**src/rtl/core/sc2a_pkg.sv**
```systemverilog
// ----------------------------------------------------------------------------
// sc2a_pkg
// Shared types, constants and key tables for the scancode-to-ASCII FIFO unit.
// ----------------------------------------------------------------------------
package sc2a_pkg;

    // Character FIFO geometry; holds at most FIFO_DEPTH - 1 characters
    localparam int unsigned FIFO_DEPTH = 256;
    localparam int unsigned PTR_W      = $clog2(FIFO_DEPTH);
    localparam logic [PTR_W-1:0] LAST_PTR = PTR_W'(FIFO_DEPTH - 1);

    localparam int unsigned CHAR_W   = 7;
    localparam int unsigned CODE_W   = 8;
    localparam int unsigned NUM_KEYS = 59;

    // Request kinds
    localparam logic REQ_SCAN = 1'b0;
    localparam logic REQ_READ = 1'b1;

    // Set-1 codes with special handling
    localparam logic [CODE_W-1:0] SC_LSHIFT_MAKE  = 8'h2A;
    localparam logic [CODE_W-1:0] SC_RSHIFT_MAKE  = 8'h36;
    localparam logic [CODE_W-1:0] SC_LSHIFT_BREAK = 8'hAA;
    localparam logic [CODE_W-1:0] SC_RSHIFT_BREAK = 8'hB6;
    localparam logic [CODE_W-1:0] SC_CAPS_MAKE    = 8'h3A;

    localparam logic [CHAR_W-1:0] PLAIN_MAP [NUM_KEYS] = '{
        7'h00, 7'h00, 7'h31, 7'h32, 7'h33, 7'h34, 7'h35, 7'h36, 7'h37, 7'h38,
        7'h39, 7'h30, 7'h2D, 7'h3D, 7'h08, 7'h09, 7'h71, 7'h77, 7'h65, 7'h72,
        7'h74, 7'h79, 7'h75, 7'h69, 7'h6F, 7'h70, 7'h5B, 7'h5D, 7'h0A, 7'h00,
        7'h61, 7'h73, 7'h64, 7'h66, 7'h67, 7'h68, 7'h6A, 7'h6B, 7'h6C, 7'h3B,
        7'h27, 7'h60, 7'h00, 7'h5C, 7'h7A, 7'h78, 7'h63, 7'h76, 7'h62, 7'h6E,
        7'h6D, 7'h2C, 7'h2E, 7'h2F, 7'h00, 7'h2A, 7'h00, 7'h20, 7'h00
    };

    localparam logic [CHAR_W-1:0] SHIFTED_MAP [NUM_KEYS] = '{
        7'h00, 7'h00, 7'h21, 7'h40, 7'h23, 7'h24, 7'h25, 7'h5E, 7'h26, 7'h2A,
        7'h28, 7'h29, 7'h5F, 7'h2B, 7'h08, 7'h09, 7'h51, 7'h57, 7'h45, 7'h52,
        7'h54, 7'h59, 7'h55, 7'h49, 7'h4F, 7'h50, 7'h7B, 7'h7D, 7'h0A, 7'h00,
        7'h41, 7'h53, 7'h44, 7'h46, 7'h47, 7'h48, 7'h4A, 7'h4B, 7'h4C, 7'h3A,
        7'h22, 7'h7E, 7'h00, 7'h7C, 7'h5A, 7'h58, 7'h43, 7'h56, 7'h42, 7'h4E,
        7'h4D, 7'h3C, 7'h3E, 7'h3F, 7'h00, 7'h2A, 7'h00, 7'h20, 7'h00
    };

    // Character for a code; 0 for codes past the table
    function automatic logic [CHAR_W-1:0] key_char(
        input logic [CODE_W-1:0] code,
        input logic              shifted
    );
        logic [CHAR_W-1:0] ch;
        ch = '0;
        if (code < CODE_W'(NUM_KEYS))
        begin
            ch = shifted ? SHIFTED_MAP[code[5:0]] : PLAIN_MAP[code[5:0]];
        end
        return ch;
    endfunction

    // Control carried alongside the RAM read
    typedef struct packed {
        logic pop;
        logic empty;
        logic ovf;
    } s1_ctrl_t;

endpackage

```
**src/rtl/core/sc2a_req_if.sv**
```systemverilog
// ----------------------------------------------------------------------------
// sc2a_req_if
// Request channel: keyboard scancode or character read.
// ----------------------------------------------------------------------------
interface sc2a_req_if;
    logic                       valid;
    logic                       ready;
    logic                       req_type;
    logic [sc2a_pkg::CODE_W-1:0] scan_code;

    modport source (output valid, output req_type, output scan_code, input ready);
    modport sink   (input valid, input req_type, input scan_code, output ready);
endinterface

```
**src/rtl/core/sc2a_rsp_if.sv**
```systemverilog
// ----------------------------------------------------------------------------
// sc2a_rsp_if
// Result channel: popped character and FIFO status.
// ----------------------------------------------------------------------------
interface sc2a_rsp_if;
    logic                        valid;
    logic                        ready;
    logic                        char_valid;
    logic [sc2a_pkg::CHAR_W-1:0] char_out;
    logic                        fifo_empty;
    logic                        overflow;

    modport source (
        output valid, output char_valid, output char_out,
        output fifo_empty, output overflow, input ready
    );
    modport sink (
        input valid, input char_valid, input char_out,
        input fifo_empty, input overflow, output ready
    );
endinterface

```
**src/rtl/core/sc2a_ram.sv**
```systemverilog
// ----------------------------------------------------------------------------
// sc2a_ram
// Generic simple dual-port RAM, one write and one registered read port.
// ----------------------------------------------------------------------------
module sc2a_ram #(
    parameter int unsigned WIDTH = 8,
    parameter int unsigned DEPTH = 256
) (
    input  logic                     clk,
    input  logic                     wr_en,
    input  logic [$clog2(DEPTH)-1:0] wr_addr,
    input  logic [WIDTH-1:0]         wr_data,
    input  logic                     rd_en,
    input  logic [$clog2(DEPTH)-1:0] rd_addr,
    output logic [WIDTH-1:0]         rd_data
);

    logic [WIDTH-1:0] mem [DEPTH];

    always_ff @(posedge clk)
    begin
        if (wr_en)
        begin
            mem[wr_addr] <= wr_data;
        end
        if (rd_en)
        begin
            rd_data <= mem[rd_addr];
        end
    end

endmodule

```
**src/rtl/core/scancode_to_ascii_fifo_unit.sv**
```systemverilog
// ----------------------------------------------------------------------------
// scancode_to_ascii_fifo_unit
// Set-1 scancode decoder feeding a character FIFO, with a read request port.
// ----------------------------------------------------------------------------
// Each request is either a keyboard scancode or a read of one character, and
// each gives exactly one result. Scancodes update the shift / caps-lock flags
// or map through the plain or shifted key table; a non-zero character is
// pushed into a FIFO of FIFO_DEPTH entries (at most FIFO_DEPTH - 1 held). A
// character arriving at a full FIFO is dropped and the result flags overflow.
// A read of an empty FIFO returns char_valid = 0 and char_out = 0. One request
// is taken every cycle while the result side does not stall; each result passes
// through the registered read port of the character RAM and then the output
// register. The character RAM needs no clearing after reset: only entries
// that were written are ever read, so requests are taken right away.
// ----------------------------------------------------------------------------
module scancode_to_ascii_fifo_unit (
    input  logic       clk,
    input  logic       rst_n,
    sc2a_req_if.sink   req,
    sc2a_rsp_if.source rsp
);

    localparam int unsigned PW = sc2a_pkg::PTR_W;
    localparam int unsigned CW = sc2a_pkg::CHAR_W;

    // Decode flags and FIFO pointers
    logic          shift_held_reg, shift_held_next;
    logic          caps_on_reg, caps_on_next;
    logic [PW-1:0] wr_ptr_reg, wr_ptr_next;
    logic [PW-1:0] rd_ptr_reg, rd_ptr_next;

    // Stage 1: RAM read in flight
    logic                 s1_valid_reg;
    sc2a_pkg::s1_ctrl_t   s1_ctrl_reg, s1_ctrl_next;

    // Output register
    logic          out_valid_reg;
    logic          out_char_valid_reg;
    logic [CW-1:0] out_char_reg;
    logic          out_empty_reg;
    logic          out_ovf_reg;

    logic          accept;
    logic          s1_adv;
    logic          push;
    logic          pop;
    logic          ovf_drop;
    logic          was_empty;
    logic [PW-1:0] wr_ptr_inc;
    logic [PW-1:0] rd_ptr_inc;
    logic [CW-1:0] key_ch;
    logic [CW-1:0] ram_rdata;

    // ------------------------------------------------------------------
    // Handshake: output register frees when empty or drained; stage 1
    // moves into it, and a new request enters whenever stage 1 frees.
    // ------------------------------------------------------------------
    assign s1_adv    = s1_valid_reg && (!out_valid_reg || rsp.ready);
    assign req.ready = !s1_valid_reg || s1_adv;
    assign accept    = req.valid && req.ready;

    assign wr_ptr_inc = (wr_ptr_reg == sc2a_pkg::LAST_PTR) ? '0 : wr_ptr_reg + 1'b1;
    assign rd_ptr_inc = (rd_ptr_reg == sc2a_pkg::LAST_PTR) ? '0 : rd_ptr_reg + 1'b1;
    assign was_empty  = (wr_ptr_reg == rd_ptr_reg);
    assign key_ch     = sc2a_pkg::key_char(req.scan_code, shift_held_reg || caps_on_reg);

    // ------------------------------------------------------------------
    // Request decode. Shift make and caps codes sit inside the key table range,
    // so they are checked first.
    // ------------------------------------------------------------------
    always_comb
    begin
        shift_held_next = shift_held_reg;
        caps_on_next    = caps_on_reg;
        push            = 1'b0;
        pop             = 1'b0;
        ovf_drop        = 1'b0;
        if (accept)
        begin
            priority if (req.req_type == sc2a_pkg::REQ_READ)
            begin
                pop = !was_empty;
            end
            else if (req.scan_code == sc2a_pkg::SC_LSHIFT_MAKE ||
                     req.scan_code == sc2a_pkg::SC_RSHIFT_MAKE)
            begin
                shift_held_next = 1'b1;
            end
            else if (req.scan_code == sc2a_pkg::SC_LSHIFT_BREAK ||
                     req.scan_code == sc2a_pkg::SC_RSHIFT_BREAK)
            begin
                shift_held_next = 1'b0;
            end
            else if (req.scan_code == sc2a_pkg::SC_CAPS_MAKE)
            begin
                caps_on_next = !caps_on_reg;
            end
            else if (key_ch != '0)
            begin
                // full: one free slot is always kept
                if (wr_ptr_inc == rd_ptr_reg)
                begin
                    ovf_drop = 1'b1;
                end
                else
                begin
                    push = 1'b1;
                end
            end
            else
            begin
                // unmapped code: no effect
                push = 1'b0;
            end
        end
    end

    assign wr_ptr_next  = push ? wr_ptr_inc : wr_ptr_reg;
    assign rd_ptr_next  = pop  ? rd_ptr_inc : rd_ptr_reg;
    assign s1_ctrl_next = '{pop: pop, empty: (wr_ptr_next == rd_ptr_next), ovf: ovf_drop};

    // ------------------------------------------------------------------
    // Character store. A pop reads an entry written in an earlier cycle,
    // and a push and a pop never come from the same request, so no
    // forwarding is needed. Read data stays put while stage 1 stalls
    // because reads are issued only on accepted requests.
    // ------------------------------------------------------------------
    sc2a_ram #(
        .WIDTH (sc2a_pkg::CHAR_W),
        .DEPTH (sc2a_pkg::FIFO_DEPTH)
    ) u_char_ram (
        .clk     (clk),
        .wr_en   (push),
        .wr_addr (wr_ptr_reg),
        .wr_data (key_ch),
        .rd_en   (pop),
        .rd_addr (rd_ptr_reg),
        .rd_data (ram_rdata)
    );

    always_ff @(posedge clk or negedge rst_n)
    begin
        if (!rst_n)
        begin
            shift_held_reg <= 1'b0;
            caps_on_reg    <= 1'b0;
            wr_ptr_reg     <= '0;
            rd_ptr_reg     <= '0;
            s1_valid_reg   <= 1'b0;
            out_valid_reg  <= 1'b0;
        end
        else
        begin
            shift_held_reg <= shift_held_next;
            caps_on_reg    <= caps_on_next;
            wr_ptr_reg     <= wr_ptr_next;
            rd_ptr_reg     <= rd_ptr_next;
            if (req.ready)
            begin
                s1_valid_reg <= accept;
            end
            if (!out_valid_reg || rsp.ready)
            begin
                out_valid_reg <= s1_valid_reg;
            end
        end
    end

    // Payload registers
    always_ff @(posedge clk)
    begin
        if (accept)
        begin
            s1_ctrl_reg <= s1_ctrl_next;
        end
        if (s1_adv)
        begin
            out_char_valid_reg <= s1_ctrl_reg.pop;
            out_char_reg       <= s1_ctrl_reg.pop ? ram_rdata : '0;
            out_empty_reg      <= s1_ctrl_reg.empty;
            out_ovf_reg        <= s1_ctrl_reg.ovf;
        end
    end

    assign rsp.valid      = out_valid_reg;
    assign rsp.char_valid = out_char_valid_reg;
    assign rsp.char_out   = out_char_reg;
    assign rsp.fifo_empty = out_empty_reg;
    assign rsp.overflow   = out_ovf_reg;

    // ------------------------------------------------------------------
    // Assertions
    // ------------------------------------------------------------------
    a_no_push_pop: assert property (@(posedge clk) disable iff (!rst_n)
        !(push && pop))
        else $error("push and pop in the same cycle");

    a_pop_nonempty: assert property (@(posedge clk) disable iff (!rst_n)
        pop |-> (wr_ptr_reg != rd_ptr_reg))
        else $error("pop from an empty FIFO");

    a_push_not_full: assert property (@(posedge clk) disable iff (!rst_n)
        push |-> (wr_ptr_next != rd_ptr_reg))
        else $error("push into a full FIFO");

    a_rdata_hold: assert property (@(posedge clk) disable iff (!rst_n)
        (s1_valid_reg && !s1_adv && s1_ctrl_reg.pop) |=> $stable(ram_rdata))
        else $error("RAM read data changed while stage 1 stalled");

    a_ovf_excl: assert property (@(posedge clk) disable iff (!rst_n)
        s1_adv |-> !(s1_ctrl_reg.pop && s1_ctrl_reg.ovf))
        else $error("read result flagged overflow");

endmodule

```
**src/flat_wrapper.sv**
```systemverilog
// flat-port wrapper written by rule: the top's interface ports become plain ports
module scancode_to_ascii_fifo_unit_flat 
  (clk, rst_n, req_valid, req_req_type, req_scan_code, req_ready, rsp_valid, rsp_char_valid, rsp_char_out, rsp_fifo_empty, rsp_overflow, rsp_ready);
  sc2a_req_if req_i ();
  sc2a_rsp_if rsp_i ();
  input  logic clk;
  input  logic rst_n;
  input wire logic [$bits(req_i.valid)-1:0] req_valid;
  input wire logic [$bits(req_i.req_type)-1:0] req_req_type;
  input wire logic [$bits(req_i.scan_code)-1:0] req_scan_code;
  output wire logic [$bits(req_i.ready)-1:0] req_ready;
  output wire logic [$bits(rsp_i.valid)-1:0] rsp_valid;
  output wire logic [$bits(rsp_i.char_valid)-1:0] rsp_char_valid;
  output wire logic [$bits(rsp_i.char_out)-1:0] rsp_char_out;
  output wire logic [$bits(rsp_i.fifo_empty)-1:0] rsp_fifo_empty;
  output wire logic [$bits(rsp_i.overflow)-1:0] rsp_overflow;
  input wire logic [$bits(rsp_i.ready)-1:0] rsp_ready;
  assign req_i.valid = req_valid;
  assign req_i.req_type = req_req_type;
  assign req_i.scan_code = req_scan_code;
  assign req_ready = req_i.ready;
  assign rsp_valid = rsp_i.valid;
  assign rsp_char_valid = rsp_i.char_valid;
  assign rsp_char_out = rsp_i.char_out;
  assign rsp_fifo_empty = rsp_i.fifo_empty;
  assign rsp_overflow = rsp_i.overflow;
  assign rsp_i.ready = rsp_ready;
  scancode_to_ascii_fifo_unit u_core (.clk(clk), .rst_n(rst_n), .req(req_i), .rsp(rsp_i));
endmodule
```
**config.mk**
```make
export PLATFORM = sky130hd
export DESIGN_NAME = scancode_to_ascii_fifo_unit_flat
export DESIGN_NICKNAME = d
export VERILOG_FILES = /design/src/rtl/core/sc2a_pkg.sv /design/src/rtl/core/sc2a_req_if.sv /design/src/rtl/core/sc2a_rsp_if.sv /design/src/rtl/core/sc2a_ram.sv /design/src/rtl/core/scancode_to_ascii_fifo_unit.sv /design/src/flat_wrapper.sv
export SDC_FILE = /design/constraint.sdc
export NUM_CORES = 2
export LEC_CHECK = 0
export BUFFER_PORTS_ARGS = -buffer_cell sky130_fd_sc_hd__buf_2
export CORE_ASPECT_RATIO = 0.6
export CORE_MARGIN = 2
export CORE_UTILIZATION = 36
export DETAILED_ROUTE_END_ITERATION = 10
export GPL_TIMING_DRIVEN = 0
export PLACE_DENSITY_LB_ADDON = 0.2
export SLEW_MARGIN = 20
export SYNTH_ARGS = -nofsm -noshare
export SYNTH_HDL_FRONTEND = slang
export SYNTH_SLANG_ARGS = --single-unit
```
**constraint.sdc**
```tcl
create_clock -name clk -period 9.4 [get_ports clk]
set_input_delay 0.94 -clock clk [delete_from_list [all_inputs] [get_ports clk]]
set_output_delay 0.94 -clock clk [all_outputs]
set_load 0.03 [all_outputs]
```
==> reports/results.ini <==
[grt]
grt_max_degree=125
grt_pass1_wl_mm=320.0
grt-ovfl-total=0
grtUsageTotal=0.2323
first_global_vias=35380
grt_antenna_before_repair=36

[floorplanning]
ioPinCount=25
rows=127
die_x_um=583.5
core_mm2=0.2001
start_util=0.3626
dieArea_mm2=0.2052
die_h_um=351.7

[placed_design]
place_area_mm2=0.07880
gp_congestion=0.9195
io_buffers=24
detailed_place_hpwl_mm=171.2

[routing]
initialDrtViolationCount=6845
vias=38080
post_drt_wl_per_cell_um=37.72
totalWireLength_mm=239.1
detail-route-antenna-nets=0
first_pass_iters=5
vias_per_cell=6.006
drc_errors=0

[yosys]
synthCells=3254
synthesis.area_mm2=0.07255
synthDistinctLibCells=71
synth-async-reset-ratio=0.01092
synth_seq_cells=1832
synth-main-ff-cell=edfxtp_1
seq_area_frac_synth=0.7569
syn_avg_cell_area_um2=22.30
yosysWarnings=0
synth_edf_count=1812
synth_fp_nets=3284

[clocking]
htreeDepth=4
clkSinkCount=1832
postCtsSetupBuffers=0
path_clk_slew_ns=0.06
cts_buffers=172
cts_root_buffer=clkbuf_16
clock_path_buffers=4
ctsHoldBuffers=0
cts_tree=built
post_cts_resized=0
clkLatencyLatePin_ns=0.83

[timing]
min_period_ns=6.440
period_share=0.6851
rsz0062_at_grt=false
worstMarginPinSlew_ns=1.354
drv_slew=0
max_freq_ghz=0.1553
setup_viol=0
relSlewSlack=0.09449
fin_hold_ws_ns=0.1478
fin_skew_ns=0.05219
hold_viol_final=0

[finish]
fillers=17160
multi_input_area_mm2=0.01685
largest_reg_flops=1792
final_nets=3588
seq_area_mm2=0.05491
areaGrowthSynthToFinish_pct=16.01
layout-drive-gt1-share=0.3079
final_area_mm2=0.08417

[flow_run]
drv_cap=0

[min_path]
min_path_type=input pin to async pin

[worst_setup_path]
cp_slowest_cell=nor4_2
critPathArrivalTime_ns=6.93
required_ns=9.89
critPathKind=input pin to flip-flop
crit_path_cell_trace=buf_2 -> clkbuf_1 -> inv_1 -> ha_1 -> nor2b_1 -> o31ai_4 -> o32ai_1 -> a2111oi_4 -> o211ai_1 -> nor4_2 -> nor2_1 -> buf_2 -> nand3_1 -> clkbuf_2 -> buf_16 -> nor2_1
path_max_fanout=10
max_stage_delay_ns=1.02
end_kind=flip-flop
critPathLaunchType=input pin

[power_and_ir_drop]
ir_worst_vdd_mv=0.2154
clkPwrFrac=0.292
switching_share=0.3334
p_total_mw=23.67
p_per_area_mw_per_mm2=281.2
p_comb_frac=0.325
p_leak_nw=27.06
power_frac_seq=0.383
p_int_mw=15.78
p_sw_mw=7.892

[status]
status=complete, no violations

final timing paths:
path / start / depth (start not counted) / slack [ns] / to
max: req_scan_code[0] / 16 / 2.96 / u_core.u_char_ram.mem[194][6]
min: rst_n / 1 / 0.15 / u_core.caps_on_reg
max reg2reg: u_core.wr_ptr_reg[7] / 13 / 3.30 / u_core.u_char_ram.mem[194][6]
min reg2reg: u_core.s1_ctrl_reg[0] / 0 / 0.45 / u_core.rsp.overflow
max in group asynchronous: rst_n / 1 / 8.79 / u_core.wr_ptr_reg[1]
min in group clk: req_valid / 2 / 0.32 / u_core.s1_valid_reg
power by group through the flow:
stage / registers (mW) / logic, mW / clock network [mW]
floorplan: 9.25 / 3.76 / 0
global placement: 9.30 / 7.09 / 0
detailed placement: 9.24 / 7.51 / 0
CTS: 9.06 / 7.52 / 6.99
global route: 9.06 / 7.80 / 7.30
finish: 9.07 / 7.68 / 6.92
area by class of cell:
class,count,area share
Clock inverter,89,0.009247
Multi-Input combinational cell,1206,0.2002
Inverter,18,0.0008920
Tap cell,2644,0.03931
Timing Repair Buffer,130,0.03218
Clock buffer,213,0.05408
Sequential cell,1832,0.6524
Antenna cell,10,0.0002973
Buffer,198,0.01134
cells in the final DEF (no fill, tap or decap), types with 9 or more instances in the layout:
master and instances:
edfxtp_1 1812, mux4_2 593, nor2_1 288, clkbuf_16 175, buf_2 106, clkbuf_1 79, buf_16 64, clkbuf_2 57
nand2_1 41, buf_12 40, clkinv_1 39, clkinv_2 28, a21oi_1 25, o21ai_0 20, dfrtp_1 20, nor2b_1 19
inv_1 17, ha_1 17, nand3_1 16, xor2_1 16, bufinv_16 14, xnor2_1 12, diode_2 10, and2_1 10
nor3_1 9, a211oi_1 9
worst max-delay path: cells and delay by family:
| family | cells | cell delay, ns |
|---|---|---|
| adder cells (fa/ha/maj) | 1 | 0.43 |
| AND/OR/NAND/NOR | 5 | 2.62 |
| buffers and inverters | 6 | 1.69 |
| AO/OA/AOI/OAI | 4 | 1.21 |
layer usage:
metal,share of wire,vias to the layer above,GRT usage
met5,0.00078,-,0.005097
met4,0.021,8,0.04869
met3,0.14,304,0.08809
met2,0.38,2552,0.2877
met1,0.46,20900,0.3752
li1,-,14320,-
stage by stage:
stage,worst slack [ns],util,TNS (ns),cells
global placement,-4.185,0.3799,-5539.29,5922
CTS,3.273,0.4205,0,6330
global route,3.003,0.4206,0,6334
floorplan,2.137,-,0,3254
finish,2.960,0.4207,0,6340
detailed placement,2.431,0.3939,0,6028
synth_stat cells, drive strengths merged, types with 3 or more instances:
cell type  number  area share
mux2            8      0.0012
dfrtp          20      0.0069
ha             17      0.0029
nand4           7     0.00069
nor3           10     0.00076
nor2b          22      0.0020
or3             3     0.00026
o211ai          3     0.00031
a211o           3     0.00036
a211oi         10      0.0011
clkbuf        100      0.0052
nand3          24      0.0017
inv            18     0.00093
nor4            6     0.00069
nand2b          7     0.00060
o31ai           6     0.00088
mux4          593        0.18
xnor2          12      0.0014
mux2i           8      0.0011
a2111oi         3     0.00062
a21oi          26      0.0018
and3            4     0.00034
xor2           16      0.0019
o22ai           4     0.00034
nor2          290       0.015
and2           10     0.00086
o32ai           3     0.00036
o21ai          21      0.0014
a31oi           4     0.00034
edfxtp       1812        0.75
buf            98      0.0061
o221ai          3     0.00036
or4             6     0.00062
nand2          41      0.0021
kinds of logic (layout without fill, tap and decap cells):
group                      count (synthesis)  after routing  synth area share
and+or+nand+nor                          441            441           0.02685
adders and majority gates                 17             17          0.002932
muxes                                    609            609            0.1864
AOI/OAI and AO/OA                        110            110           0.01093
xor gates and xnor gates                  29             29          0.003691
DFF                                     1832           1832            0.7569
other                                      0             10                 0
buffers and inverters                    216            648           0.01224
No activity file was read; power rests on OpenSTA's default activity.
